`config.mk`:
```
export PLATFORM = sky130hd
export DESIGN_NAME = chat_line_classifier_top
export DESIGN_NICKNAME = d
export VERILOG_FILES = /design/src/hw/rtl/clc_pkg.sv /design/src/hw/rtl/chat_line_classifier_top.sv /design/src/hw/rtl/clc_line_tracker.sv
export SDC_FILE = /design/constraint.sdc
export NUM_CORES = 1
export LEC_CHECK = 0
export BUFFER_PORTS_ARGS = -buffer_cell sky130_fd_sc_hd__buf_2
export CAP_MARGIN = 0
export CORE_UTILIZATION = 50
export CTS_CLUSTER_DIAMETER = 200
export DETAILED_ROUTE_END_ITERATION = 10
export GPL_ROUTABILITY_DRIVEN = 0
export PLACE_DENSITY_LB_ADDON = 0.2
export SKIP_CTS_REPAIR_TIMING = 1
export SLEW_MARGIN = 20
export SYNTH_ARGS = -nofsm -noshare
export SYNTH_HDL_FRONTEND = slang
export SYNTH_SLANG_ARGS = --single-unit
```
`constraint.sdc`:
```
create_clock -name clk -period 5.3 [get_ports clk]
set_input_delay 0.53 -clock clk [delete_from_list [all_inputs] [get_ports clk]]
set_output_delay 0.53 -clock clk [all_outputs]
set_load 0.05 [all_outputs]
```
`src/hw/rtl/clc_pkg.sv`:
```
`timescale 1ns / 1ps
// ----------------------------------------------------------------------------
// clc_pkg - chat line classifier shared definitions
// line limits, character codes, command keyword tables and result type
// ----------------------------------------------------------------------------
package clc_pkg;

	// longest accepted line in bytes, trailing carriage return excluded
	localparam int MAX_LINE = 1024;
	localparam int POS_W    = $clog2(MAX_LINE + 1);

	localparam int CHAR_W   = 8;
	localparam int ARGS_W   = 3;
	localparam int TLEN_W   = 10;
	localparam int CSTART_W = 10;
	localparam int LLEN_W   = 11;
	localparam int OUT_BITS = 4 + ARGS_W + TLEN_W + CSTART_W + LLEN_W;
	localparam int OUT_W    = ((OUT_BITS + 7) / 8) * 8;

	localparam logic [CHAR_W-1:0] CH_CR    = 8'd13;
	localparam logic [CHAR_W-1:0] CH_SPACE = 8'd32;
	localparam logic [CHAR_W-1:0] CH_HASH  = 8'd35;
	localparam logic [CHAR_W-1:0] CH_SLASH = 8'd47;
	localparam logic [CHAR_W-1:0] CH_AT    = 8'd64;
	localparam logic [CHAR_W-1:0] CH_TILDE = 8'd126;

	typedef enum logic [3:0] {
		KIND_REJECT      = 4'd0,
		KIND_SUBSCRIBE   = 4'd1,
		KIND_UNSUBSCRIBE = 4'd2,
		KIND_DELETE      = 4'd3,
		KIND_USER_LIST   = 4'd4,
		KIND_LOGOUT      = 4'd5,
		KIND_DIRECT      = 4'd6,
		KIND_GROUP       = 4'd7,
		KIND_GLOBAL      = 4'd8
	} kind_t;

	typedef enum logic [1:0] {
		MODE_UNKNOWN = 2'd0,
		MODE_CMD     = 2'd1,
		MODE_TARGET  = 2'd2,
		MODE_GLOBAL  = 2'd3
	} mode_t;

	typedef struct packed {
		logic [LLEN_W-1:0]   line_length;
		logic [CSTART_W-1:0] content_start;
		logic [TLEN_W-1:0]   target_length;
		logic [ARGS_W-1:0]   arg_count;
		kind_t               kind;
	} result_t;

	// command keywords, text right-aligned so the last character is the low byte
	localparam int KW_COUNT  = 6;
	localparam int KW_MAXLEN = 11;
	localparam int KW_IDX_W  = $clog2(KW_MAXLEN);

	localparam logic [KW_MAXLEN*8-1:0] KW_TEXT [KW_COUNT] = '{
		"subscribe", "unsubscribe", "delete", "listusers", "list_users", "logout"
	};
	localparam int KW_LEN [KW_COUNT] = '{9, 11, 6, 9, 10, 6};
	localparam kind_t KW_KIND [KW_COUNT] = '{
		KIND_SUBSCRIBE, KIND_UNSUBSCRIBE, KIND_DELETE,
		KIND_USER_LIST, KIND_USER_LIST, KIND_LOGOUT
	};
	localparam logic [ARGS_W-1:0] KW_ARGS [KW_COUNT] = '{
		3'd2, 3'd1, 3'd1, 3'd1, 3'd1, 3'd0
	};

	// keyword k has character c at offset idx
	function automatic logic kw_char_match(input int k, input logic [POS_W-1:0] idx,
			input logic [CHAR_W-1:0] c);
		logic [KW_IDX_W-1:0] i;
		logic                hit;
		i   = idx[KW_IDX_W-1:0];
		hit = 1'b0;
		if (idx < POS_W'(KW_LEN[k])) begin
			hit = (KW_TEXT[k][(KW_LEN[k] - 1 - int'(i)) * 8 +: 8] == c);
		end
		return hit;
	endfunction

	// keywords whose length equals len
	function automatic logic [KW_COUNT-1:0] kw_len_mask(input logic [POS_W-1:0] len);
		logic [KW_COUNT-1:0] m;
		for (int k = 0; k < KW_COUNT; k++) begin
			m[k] = (len == POS_W'(KW_LEN[k]));
		end
		return m;
	endfunction

endpackage

```
`src/hw/rtl/chat_line_classifier_top.sv`:
```
`timescale 1ns / 1ps
// ----------------------------------------------------------------------------
// chat_line_classifier_top - chat line classifier
// streams line bytes in and returns one classification per line
// ----------------------------------------------------------------------------
// usage
//   slave stream: one byte of a chat line per transaction in s_tdata, with
//   s_tlast high on the final byte of the line
//   master stream: one result transaction per line, issued for the byte that
//   carried s_tlast; no transaction for any other byte
//   throughput: one byte per cycle, sustained, including back-to-back lines,
//   while no final byte waits in the input register on m_tready; set by the
//   update of the per-line state from the input register as each byte advances
//   result path: a final byte is held in the input register; when it
//   advances, its result is loaded into the output register and is offered on
//   m_tvalid from then on
//   stall: while a result waits on m_tready, bytes that do not close a line
//   keep flowing through; only a further final byte waits in the input
//   register, and s_tready drops once that register is blocked
//   reset: arst_n clears both registers' valid flags and returns the line
//   state to the start of a line
// ----------------------------------------------------------------------------
module chat_line_classifier_top (
	input  logic                        clk,
	input  logic                        arst_n,
	input  logic                        s_tvalid,
	output logic                        s_tready,
	input  logic [clc_pkg::CHAR_W-1:0]  s_tdata,  // char_in
	input  logic                        s_tlast,  // last
	output logic                        m_tvalid,
	input  logic                        m_tready,
	output logic [clc_pkg::OUT_W-1:0]   m_tdata   // kind, arg_count, target_length,
	                                              // content_start, line_length, zero pad
);

	// input register
	logic                        valid_s1;
	logic [clc_pkg::CHAR_W-1:0]  char_s1;
	logic                        last_s1;

	// output register
	logic                        out_valid_q;
	clc_pkg::result_t            out_q;

	clc_pkg::result_t            result;
	logic                        out_free;
	logic                        advance;

	// a byte that closes no line never needs the output register
	assign out_free = !out_valid_q || m_tready;
	assign advance  = valid_s1 && (!last_s1 || out_free);
	assign s_tready = !valid_s1 || advance;

	always_ff @(posedge clk or negedge arst_n) begin
		if (!arst_n) begin
			valid_s1 <= 1'b0;
		end else if (s_tvalid && s_tready) begin
			valid_s1 <= 1'b1;
		end else if (advance) begin
			valid_s1 <= 1'b0;
		end
	end

	always_ff @(posedge clk) begin
		if (s_tvalid && s_tready) begin
			char_s1 <= s_tdata;
			last_s1 <= s_tlast;
		end
	end

	// running line state and end of line decision
	clc_line_tracker u_tracker (
		.clk     (clk),
		.arst_n  (arst_n),
		.take    (advance),
		.char_in (char_s1),
		.last    (last_s1),
		.result  (result)
	);

	always_ff @(posedge clk or negedge arst_n) begin
		if (!arst_n) begin
			out_valid_q <= 1'b0;
		end else if (advance && last_s1) begin
			out_valid_q <= 1'b1;
		end else if (m_tready) begin
			out_valid_q <= 1'b0;
		end
	end

	always_ff @(posedge clk) begin
		if (advance && last_s1) begin
			out_q <= result;
		end
	end

	assign m_tvalid = out_valid_q;
	assign m_tdata  = clc_pkg::OUT_W'(out_q);

endmodule

```
`src/hw/rtl/clc_line_tracker.sv`:
```
`timescale 1ns / 1ps
// ----------------------------------------------------------------------------
// clc_line_tracker - per-line running state and classification
// folds one byte into the line state and forms the result on the last byte
// ----------------------------------------------------------------------------
module clc_line_tracker (
	input  logic                        clk,
	input  logic                        arst_n,
	input  logic                        take,
	input  logic [clc_pkg::CHAR_W-1:0]  char_in,
	input  logic                        last,
	output clc_pkg::result_t            result
);

	localparam int POS_W = clc_pkg::POS_W;
	localparam int KW_N  = clc_pkg::KW_COUNT;
	localparam int EXT_W = POS_W + clc_pkg::LLEN_W + 1;

	logic [POS_W-1:0]            pos_q, nx_pos;
	clc_pkg::mode_t              mode_q, nx_mode;
	logic [KW_N-1:0]             hits_q, nx_hits, fin_hits;
	logic                        tok_q, nx_tok;
	logic [clc_pkg::ARGS_W-1:0]  args_q, nx_args;
	logic                        bad_q, nx_bad, fin_bad;
	logic                        space_q, nx_space;
	logic [POS_W-1:0]            tlen_q, nx_tlen;
	logic                        group_q, nx_group;
	logic                        kwfin_q, nx_kwfin;

	logic                        printable;
	logic                        cr_end;
	logic [POS_W-1:0]            pos_m1;
	logic [POS_W-1:0]            end_m1;
	logic                        found;
	logic [EXT_W-1:0]            pos_ext, tlen_ext, cstart_ext;

	always_comb begin
		printable = (char_in >= clc_pkg::CH_SPACE) && (char_in <= clc_pkg::CH_TILDE);
		cr_end    = last && (char_in == clc_pkg::CH_CR);
		pos_m1    = pos_q - POS_W'(1);

		nx_pos   = pos_q;
		nx_mode  = mode_q;
		nx_hits  = hits_q;
		nx_tok   = tok_q;
		nx_args  = args_q;
		nx_bad   = bad_q;
		nx_space = space_q;
		nx_tlen  = tlen_q;
		nx_group = group_q;
		nx_kwfin = kwfin_q;

		if (!cr_end) begin
			if (!printable || (pos_q >= POS_W'(clc_pkg::MAX_LINE))) begin
				nx_bad = 1'b1;
			end
			if (!nx_bad) begin
				nx_pos = pos_q + POS_W'(1);
				if (pos_q == '0) begin
					// first byte picks the line form
					priority if (char_in == clc_pkg::CH_SLASH) begin
						nx_mode = clc_pkg::MODE_CMD;
					end else if (char_in == clc_pkg::CH_AT) begin
						nx_mode  = clc_pkg::MODE_TARGET;
						nx_group = 1'b0;
					end else if (char_in == clc_pkg::CH_HASH) begin
						nx_mode  = clc_pkg::MODE_TARGET;
						nx_group = 1'b1;
					end else begin
						nx_mode = clc_pkg::MODE_GLOBAL;
					end
				end else if (mode_q == clc_pkg::MODE_CMD) begin
					if (!kwfin_q) begin
						if (char_in == clc_pkg::CH_SPACE) begin
							nx_hits  = hits_q & clc_pkg::kw_len_mask(pos_m1);
							nx_kwfin = 1'b1;
							if (nx_hits == '0) begin
								nx_bad = 1'b1;
							end
						end else begin
							for (int k = 0; k < KW_N; k++) begin
								if (!clc_pkg::kw_char_match(k, pos_m1, char_in)) begin
									nx_hits[k] = 1'b0;
								end
							end
						end
					end else if (char_in == clc_pkg::CH_SPACE) begin
						nx_tok = 1'b0;
					end else if (!tok_q) begin
						nx_tok = 1'b1;
						if (args_q != '1) begin
							nx_args = args_q + clc_pkg::ARGS_W'(1);
						end
					end
				end else if (mode_q == clc_pkg::MODE_TARGET) begin
					if ((char_in == clc_pkg::CH_SPACE) && !space_q) begin
						nx_space = 1'b1;
						nx_tlen  = pos_m1;
						if (pos_q == POS_W'(1)) begin
							nx_bad = 1'b1;
						end
					end
				end
			end
		end

		// end of line classification
		end_m1     = nx_pos - POS_W'(1);
		fin_bad    = nx_bad;
		fin_hits   = nx_hits;
		found      = 1'b0;
		pos_ext    = EXT_W'(nx_pos);
		tlen_ext   = EXT_W'(nx_tlen);
		cstart_ext = tlen_ext + EXT_W'(2);
		result     = '0;
		result.kind = clc_pkg::KIND_REJECT;
		if (!nx_bad && (nx_pos != '0)) begin
			unique case (nx_mode)
				clc_pkg::MODE_CMD: begin
					if (!nx_kwfin) begin
						fin_hits = nx_hits & clc_pkg::kw_len_mask(end_m1);
						if (fin_hits == '0) begin
							fin_bad = 1'b1;
						end
					end
					if (!fin_bad) begin
						for (int k = 0; k < KW_N; k++) begin
							if (!found && fin_hits[k]) begin
								found = 1'b1;
								if (nx_args == clc_pkg::KW_ARGS[k]) begin
									result.kind        = clc_pkg::KW_KIND[k];
									result.arg_count   = nx_args;
									result.line_length = pos_ext[clc_pkg::LLEN_W-1:0];
								end
							end
						end
					end
				end
				clc_pkg::MODE_TARGET: begin
					if (nx_space && (nx_tlen != '0) && (pos_ext >= tlen_ext + EXT_W'(3))) begin
						result.kind          = nx_group ? clc_pkg::KIND_GROUP
						                                : clc_pkg::KIND_DIRECT;
						result.target_length = tlen_ext[clc_pkg::TLEN_W-1:0];
						result.content_start = cstart_ext[clc_pkg::CSTART_W-1:0];
						result.line_length   = pos_ext[clc_pkg::LLEN_W-1:0];
					end
				end
				clc_pkg::MODE_GLOBAL: begin
					result.kind        = clc_pkg::KIND_GLOBAL;
					result.line_length = pos_ext[clc_pkg::LLEN_W-1:0];
				end
				default: begin
					result.kind = clc_pkg::KIND_REJECT;
				end
			endcase
		end
	end

	// state returns to its cleared value once a line closes
	always_ff @(posedge clk or negedge arst_n) begin
		if (!arst_n) begin
			pos_q   <= '0;
			mode_q  <= clc_pkg::MODE_UNKNOWN;
			hits_q  <= '1;
			tok_q   <= 1'b0;
			args_q  <= '0;
			bad_q   <= 1'b0;
			space_q <= 1'b0;
			tlen_q  <= '0;
			group_q <= 1'b0;
			kwfin_q <= 1'b0;
		end else if (take) begin
			if (last) begin
				pos_q   <= '0;
				mode_q  <= clc_pkg::MODE_UNKNOWN;
				hits_q  <= '1;
				tok_q   <= 1'b0;
				args_q  <= '0;
				bad_q   <= 1'b0;
				space_q <= 1'b0;
				tlen_q  <= '0;
				group_q <= 1'b0;
				kwfin_q <= 1'b0;
			end else begin
				pos_q   <= nx_pos;
				mode_q  <= nx_mode;
				hits_q  <= nx_hits;
				tok_q   <= nx_tok;
				args_q  <= nx_args;
				bad_q   <= nx_bad;
				space_q <= nx_space;
				tlen_q  <= nx_tlen;
				group_q <= nx_group;
				kwfin_q <= nx_kwfin;
			end
		end
	end

endmodule
```
* Word-level counts from Yosys, hierarchy flattened
Index checks and enable logic that the tools add are counted.
** Word-level totals
- Output and inout port bits :: 42
- Input port bits :: 13
- Logic and storage cells :: 319
- Flip-flop bits (word level) :: 87
** Cells by class
- Shift-type cells :: 6
- Bitwise operators :: 4
- $lt $le $gt $ge :: 8
- Add/subtract/negate cells :: 10
- Muxes and demuxes :: 199
- Equal/unequal tests :: 31
- Reduce and logical (&&, ||, !) cells :: 42
** Operators with widths (number)
- $shiftx A88 B32 Y8 const A :: 6
- $mux W11 :: 29
- $mux W7 :: 21
- $mux W1 :: 119
- $eq A11 B4 Y1 const B :: 6
- $mux W6 :: 10
- $eq A8 B8 Y1 :: 6
- $lt A11 B4 Y1 const B :: 3
- $pmux W11 S3 :: 1
- $mux W31 :: 1
- $mux W3 :: 9
- $eq A8 B6 Y1 const B :: 3
- $ge A11 B23 Y1 :: 1
- $eq A11 B3 Y1 const B :: 2
- $reduce_bool A11 Y1 :: 2
- $sub A11 B1 Y11 const B :: 2
- $sub A4 B4 Y5 const A :: 3
- $logic_and A1 B1 Y1 :: 14
- $add A11 B2 Y12 const B :: 1
- $and A6 B6 Y6 :: 2
- $logic_not A6 Y1 :: 2
- $mux W2 :: 6
- $pmux W4 S3 :: 1
- $add A11 B1 Y11 const B :: 1
- other kinds (26) :: 49

* Longest topological paths before layout
- Depth in word-level cells :: 56
- Mapped depth :: 28
- Mapped depth without buffers :: 22

* Hierarchy
A second synthesis with hierarchy kept.
** Unflattened totals
- Cell total of the unflattened synthesis :: 878
- Area, all modules :: 7345.8 um2
** Modules (own cells, without submodules)
- clc_line_tracker :: seq. area each 958.4 um2, instances 1, area an instance 5798.1 um2, cells an instance 818
- chat_line_classifier_top :: seq. area each 1461.4 um2, instances 1, area an instance 1547.7 um2, cells an instance 60

* Least setup slack after synthesis
No wires, ideal clock.
- Kind :: register to register
- Start point :: register u_tracker.pos_q[0]
- End point :: register out_q, in the netlist m_tdata[28], data pin
- Required time :: 5040 ps
- Period minus slack after synthesis :: 5512 ps
- Stages on the path, launching flop included :: 26
- Path slack :: -212 ps
- Setup time :: 260 ps
- Path buffers :: 6
- Arrival time :: 5252 ps
- Path through :: dfrtp_1 -> buf_2 -> buf_2 -> clkinv_1 -> clkbuf_1 -> ha_1 -> clkbuf_1 -> and4_1 -> nor4_4 -> nand2_1 -> clkbuf_1 -> o21ai_0 -> inv_1 -> ha_1 -> nor3_1 -> xor2_1 -> ha_1 -> o21ai_0 -> o21bai_1 -> a21o_1 -> a211oi_1 -> o21ai_0 -> o311a_4 -> nor2b_2 -> buf_4 -> nor4b_2
** On the way
- Elaborated cells on any way between the ends :: 197
- Those cells by class :: add/sub (8); order compare (6); eq/ne (20); shift (6); mux (134); bitwise (2); reduce/logical (21)
** RTL lines
- from (decl) :: line clc_line_tracker.sv:19 : logic [POS_W-1:0] pos_q, nx_pos;
- from (signal assigned) :: line clc_line_tracker.sv:185 : pos_q <= nx_pos;
- $sub A11 B1 Y11 :: line clc_line_tracker.sv:40 : pos_m1 = pos_q - POS_W'(1);
- $mux W11 :: line clc_line_tracker.sv:96 : if ((char_in == clc_pkg::CH_SPACE) && !space_q) begin
- $mux W11 :: line clc_line_tracker.sv:95 : end else if (mode_q == clc_pkg::MODE_TARGET) begin
- $mux W11 :: line clc_line_tracker.sv:72 : end else if (mode_q == clc_pkg::MODE_CMD) begin
- $mux W11 :: line clc_line_tracker.sv:59 : if (pos_q == '0) begin
- $mux W11 * :: line clc_line_tracker.sv:57 : if (!nx_bad) begin
- $mux W11 * :: line clc_line_tracker.sv:53 : if (!cr_end) begin
- net u_tracker.nx_tlen[1] :: line clc_line_tracker.sv:26 : logic [POS_W-1:0] tlen_q, nx_tlen;
- $add A11 B2 Y12 or $reduce_bool A11 Y1 (tied branches) :: line clc_line_tracker.sv:140 : if (nx_space && (nx_tlen != '0) && (pos_ext >= tlen_ext + EXT_W'(3))) begin
- $ge A11 B23 Y1 or $logic_and A1 B1 Y1 (tied branches) :: line clc_line_tracker.sv:140
- $logic_and A1 B1 Y1 * :: line clc_line_tracker.sv:140
- $mux W31 * :: line clc_line_tracker.sv:140
- $pmux W11 S3 * :: line clc_line_tracker.sv:118 : unique case (nx_mode)
- to (signal assigned) :: line chat_line_classifier_top.sv:93 : out_q <= result;
- to (decl) :: line chat_line_classifier_top.sv:43 : clc_pkg::result_t out_q;
The timed path passes the listed nets; every way through them passes the cells marked *. The select of a mux whose other input is x is not followed.
A chain may end at the register's enable or synchronous reset.

* Worst setup path after layout
- Start point :: register u_tracker.pos_q[0]
- End point :: register out_q, in the netlist m_tdata[27], data pin
** On the way
- Longest elaborated chain between the ends :: 55
- Elaborated cells on any way between the ends :: 197
- Those cells by class :: add/sub (8); order compare (6); eq/ne (20); shift (6); mux (134); bitwise (2); reduce/logical (21)
** Ends and longest elaborated chain
- $sub A11 B1 Y11 :: line clc_line_tracker.sv:40
- $sub A4 B4 Y5 :: line clc_pkg.sv:79 : hit = (KW_TEXT[k][(KW_LEN[k] - 1 - int'(i)) * 8 +: 8] == c);
- $shiftx A88 B32 Y8 :: line clc_pkg.sv:79
- $eq A8 B8 Y1 :: line clc_pkg.sv:79
- $mux W1 :: line clc_pkg.sv:78 : if (idx < POS_W'(KW_LEN[k])) begin
- $mux W1 :: line clc_line_tracker.sv:74 : if (char_in == clc_pkg::CH_SPACE) begin
- $mux W1 :: line clc_line_tracker.sv:73 : if (!kwfin_q) begin
- $mux W1 :: line clc_line_tracker.sv:72
- [39 not listed]
- $mux W1 :: line clc_line_tracker.sv:126 : if (!fin_bad) begin
- $mux W1 :: line clc_line_tracker.sv:118
- $mux W1 :: line clc_line_tracker.sv:117 : if (!nx_bad && (nx_pos != '0)) begin
- $logic_not A1 Y1 :: line clc_line_tracker.sv:128 : if (!found && fin_hits[k]) begin
- $logic_and A1 B1 Y1 :: line clc_line_tracker.sv:128
- $mux W11 :: line clc_line_tracker.sv:128
- $mux W11 :: line clc_line_tracker.sv:126
- $pmux W11 S3 :: line clc_line_tracker.sv:118
Several ways; a longest one is shown, not always the timed one. The select of a mux whose other input is x is not followed.

==> results.json <==
{
  "cts.clk_slew.worst_paths_ns": 0.07,
  "cts_tree": "yes",
  "final_hold_viol_count": 0,
  "root_buffer": "clkbuf_16",
  "finalCritPeriodShare": 0.9462,
  "dpl_cell_area_um2": 8414,
  "io_buffers": 52,
  "ys_ff_latch": 86,
  "wl_per_cell_um": 19.67,
  "tns_ns": 0,
  "cp_cell_sequence": "clkinv_1 -> ha_1 -> xnor2_2 -> ha_2 -> nor4b_1 -> buf_4 -> a211oi_1 -> o32ai_1 -> a21oi_1 -> o211ai_1 -> o21ai_0 -> o2111ai_1 -> a21boi_1 -> nor3_2 -> a2111oi_4 -> buf_4 -> nor4b_1",
  "syn_area_per_cell_um2": 8.414,
  "async_reset_ff_frac": 0.4651,
  "finalSetupViolCount": 0,
  "pre_cts_slack_ns": 0.1019,
  "numCtsBuffers": 9,
  "initial_utilization": 0.5142,
  "routed_wl_mm": 23.09,
  "viasPerCell": 6.437,
  "grt_max_degree": 65,
  "vias": 7557,
  "numClockSinks": 86,
  "grt_usage": 0.2909,
  "critPathRequiredTime_ns": 5.38,
  "drt_iter0_markers": 835,
  "core-area_um2": 15200,
  "synth_area_um2": 7816,
  "crit_family": "compound AO/OA/AOI/OAI gates",
  "timing.max_cap.violations": 0,
  "htree_levels": 3,
  "cpPeakStageDelay_ns": 0.53,
  "fin_skew_ns": 0.01202,
  "cp_slowest_cell": "a21boi_1",
  "cp_max_fo": 11,
  "power_density_nw_per_um2": 343.1,
  "ys_warn_count": 0,
  "power_w": 0.003010,
  "worst_pin_slew_ns": 1.033,
  "worst_slack_ns": 0.2852,
  "grt_pass1_vias": 7106,
  "ys.flop_type": "edfxtp_1",
  "fin_nets": 1019,
  "drc_errors": 0,
  "yosys.area.top_type_share": 0.1767,
  "grt_pass1_wl_mm": 37.01,
  "drtAntennaViolNets": 0,
  "drive_gt1_frac": 0.1947,
  "vdd_drop_max_mv": 0.2426,
  "clk_latency_ns": 0.35,
  "yosysUniqueCellTypes": 98,
  "fmax_ghz": 0.1994,
  "timing_worst_setup_path_type": "flip-flop to flip-flop",
  "syn_inst": 929,
  "leakage_nw": 3.278,
  "fin_area_um2": 8772,
  "fp.dieH_um": 127.0,
  "boundaryPins": 55,
  "ys_seq_area_frac": 0.3057,
  "multi_input_area_um2": 5062,
  "yosysTopAreaCell": "edfxtp_1",
  "maxSlewViolCount": 0,
  "cp-start-kind": "flip-flop",
  "drt_first_pass_iters": 7,
  "hold_path_class": "input port to asynchronous set/reset pin",
  "synth_edf_count": 46,
  "grt_overflow": 0,
  "yosysMostFrequentCell": "nand2_1",
  "relSlewSlack": 0.3116,
  "crit_buf_inv": 3,
  "antenna_found_initial": 0,
  "ff_latch_area_um2": 2391,
  "fillCellCount": 1379,
  "crit_arrival_ns": 5.10,
  "syn_to_final_growth_pct": 12.23,
  "rows": 45,
  "synth_area_leaders": "edfxtp_1 (18%), dfrtp_1 (11%), nand2_1 (4.5%), nor2_1 (4.2%), ha_1 (4.0%)",
  "status": "complete, no violations",
  "clockBufferDepth": 2,
  "diodes": 0,
  "synthTopCellsByCount": "nand2_1 (94), nor2_1 (87), o21ai_0 (59)",
  "timing.hold.ws_ns": 0.3272,
  "hpwl_mm": 16.77,
  "fin_crit_ns": 5.015,
  "die_area_um2": 16140,
  "die_w_um": 127.0,
  "worst_setup_path_end_kind": "flip-flop"
}
[cell usage in the layout (no fill, tap or decap), types with 20 or more instances in the layout]
cell type	n
edfxtp_1	46
dfrtp_1	33
ha_1	24
nand2_1	94
a21oi_1	40
o21ai_0	58
buf_2	52
xor2_1	20
buf_4	56
inv_1	22
xnor2_1	29
nor3_1	40
nor2_1	87
nand3_1	23
[where the power goes]
| group | internal (W) | switching (W) |
|---|---|---|
| clock | 0.000321 | 0.000276 |
| combinational | 0.000603 | 0.00102 |
| sequential | 0.000747 | 0.0000382 |
[final timing paths]
path                                                 startpoint                              end  slack (ns)  cells past startpoint
max in group asynchronous                                arst_n             valid_s1$_DFFE_PN0P_        4.28                      1
worst max register to register   u_tracker.pos_q[0]$_DFFE_PN0P_        m_tdata[27]$_SDFFCE_PN0P_        0.29                     17
worst min-delay path                                     arst_n  u_tracker.tlen_q[3]$_DFFE_PN0P_        0.33                      1
worst min register to register  u_tracker.tlen_q[1]$_DFFE_PN0P_  u_tracker.tlen_q[1]$_DFFE_PN0P_        0.50                      2
worst max-delay path             u_tracker.pos_q[0]$_DFFE_PN0P_        m_tdata[27]$_SDFFCE_PN0P_        0.29                     17
min in group clk                                     s_tdata[0]             char_s1[0]$_DFFE_PP_        0.36                      1
[registers in the layout (all words and copies together), names as in the netlist, 2 cells and up]
signal / flops
u_tracker.hits_q: 6
char_s1: 8
u_tracker.args_q: 3
u_tracker.tlen_q: 11
m_tdata: 37
u_tracker.pos_q: 11
u_tracker.mode_q: 2
[final cells by class]
type | instances | share of cell area
Multi-Input combinational cell | 751 | 0.5771
Sequential cell | 86 | 0.2726
Timing Repair Buffer | 110 | 0.08216
Tap cell | 188 | 0.02682
Clock buffer | 10 | 0.02610
Inverter | 23 | 0.009842
Clock inverter | 6 | 0.005420
[per-stage QoR]
step	util	cells
2_1_floorplan	-	931
3_3_place_gp	0.5535	1154
3_5_place_dp	0.5535	1154
4_1_cts	0.5717	1170
5_1_grt	0.5770	1174
6_report	0.5770	1174
[cells by family after synthesis]
group	after synthesis	synth area share
AO/OA/AOI/OAI	240	0.2161
XOR/XNOR	55	0.06995
adder cells (fa/ha/maj)	26	0.04130
buffers and inverters	94	0.05362
flip-flops	86	0.3057
multiplexers	16	0.02145
other	1	0.0004798
AND/OR/NAND/NOR	411	0.2913
[metal layers]
layer,global-route usage,wire [µm],share of wire
met1,0.3839,9793,0.42
met2,0.4554,10300,0.45
met3,0.04899,1862,0.081
met4,0.1611,1131,0.049
met5,0,0,0
Note: power is estimated with default switching activity, not from simulation.
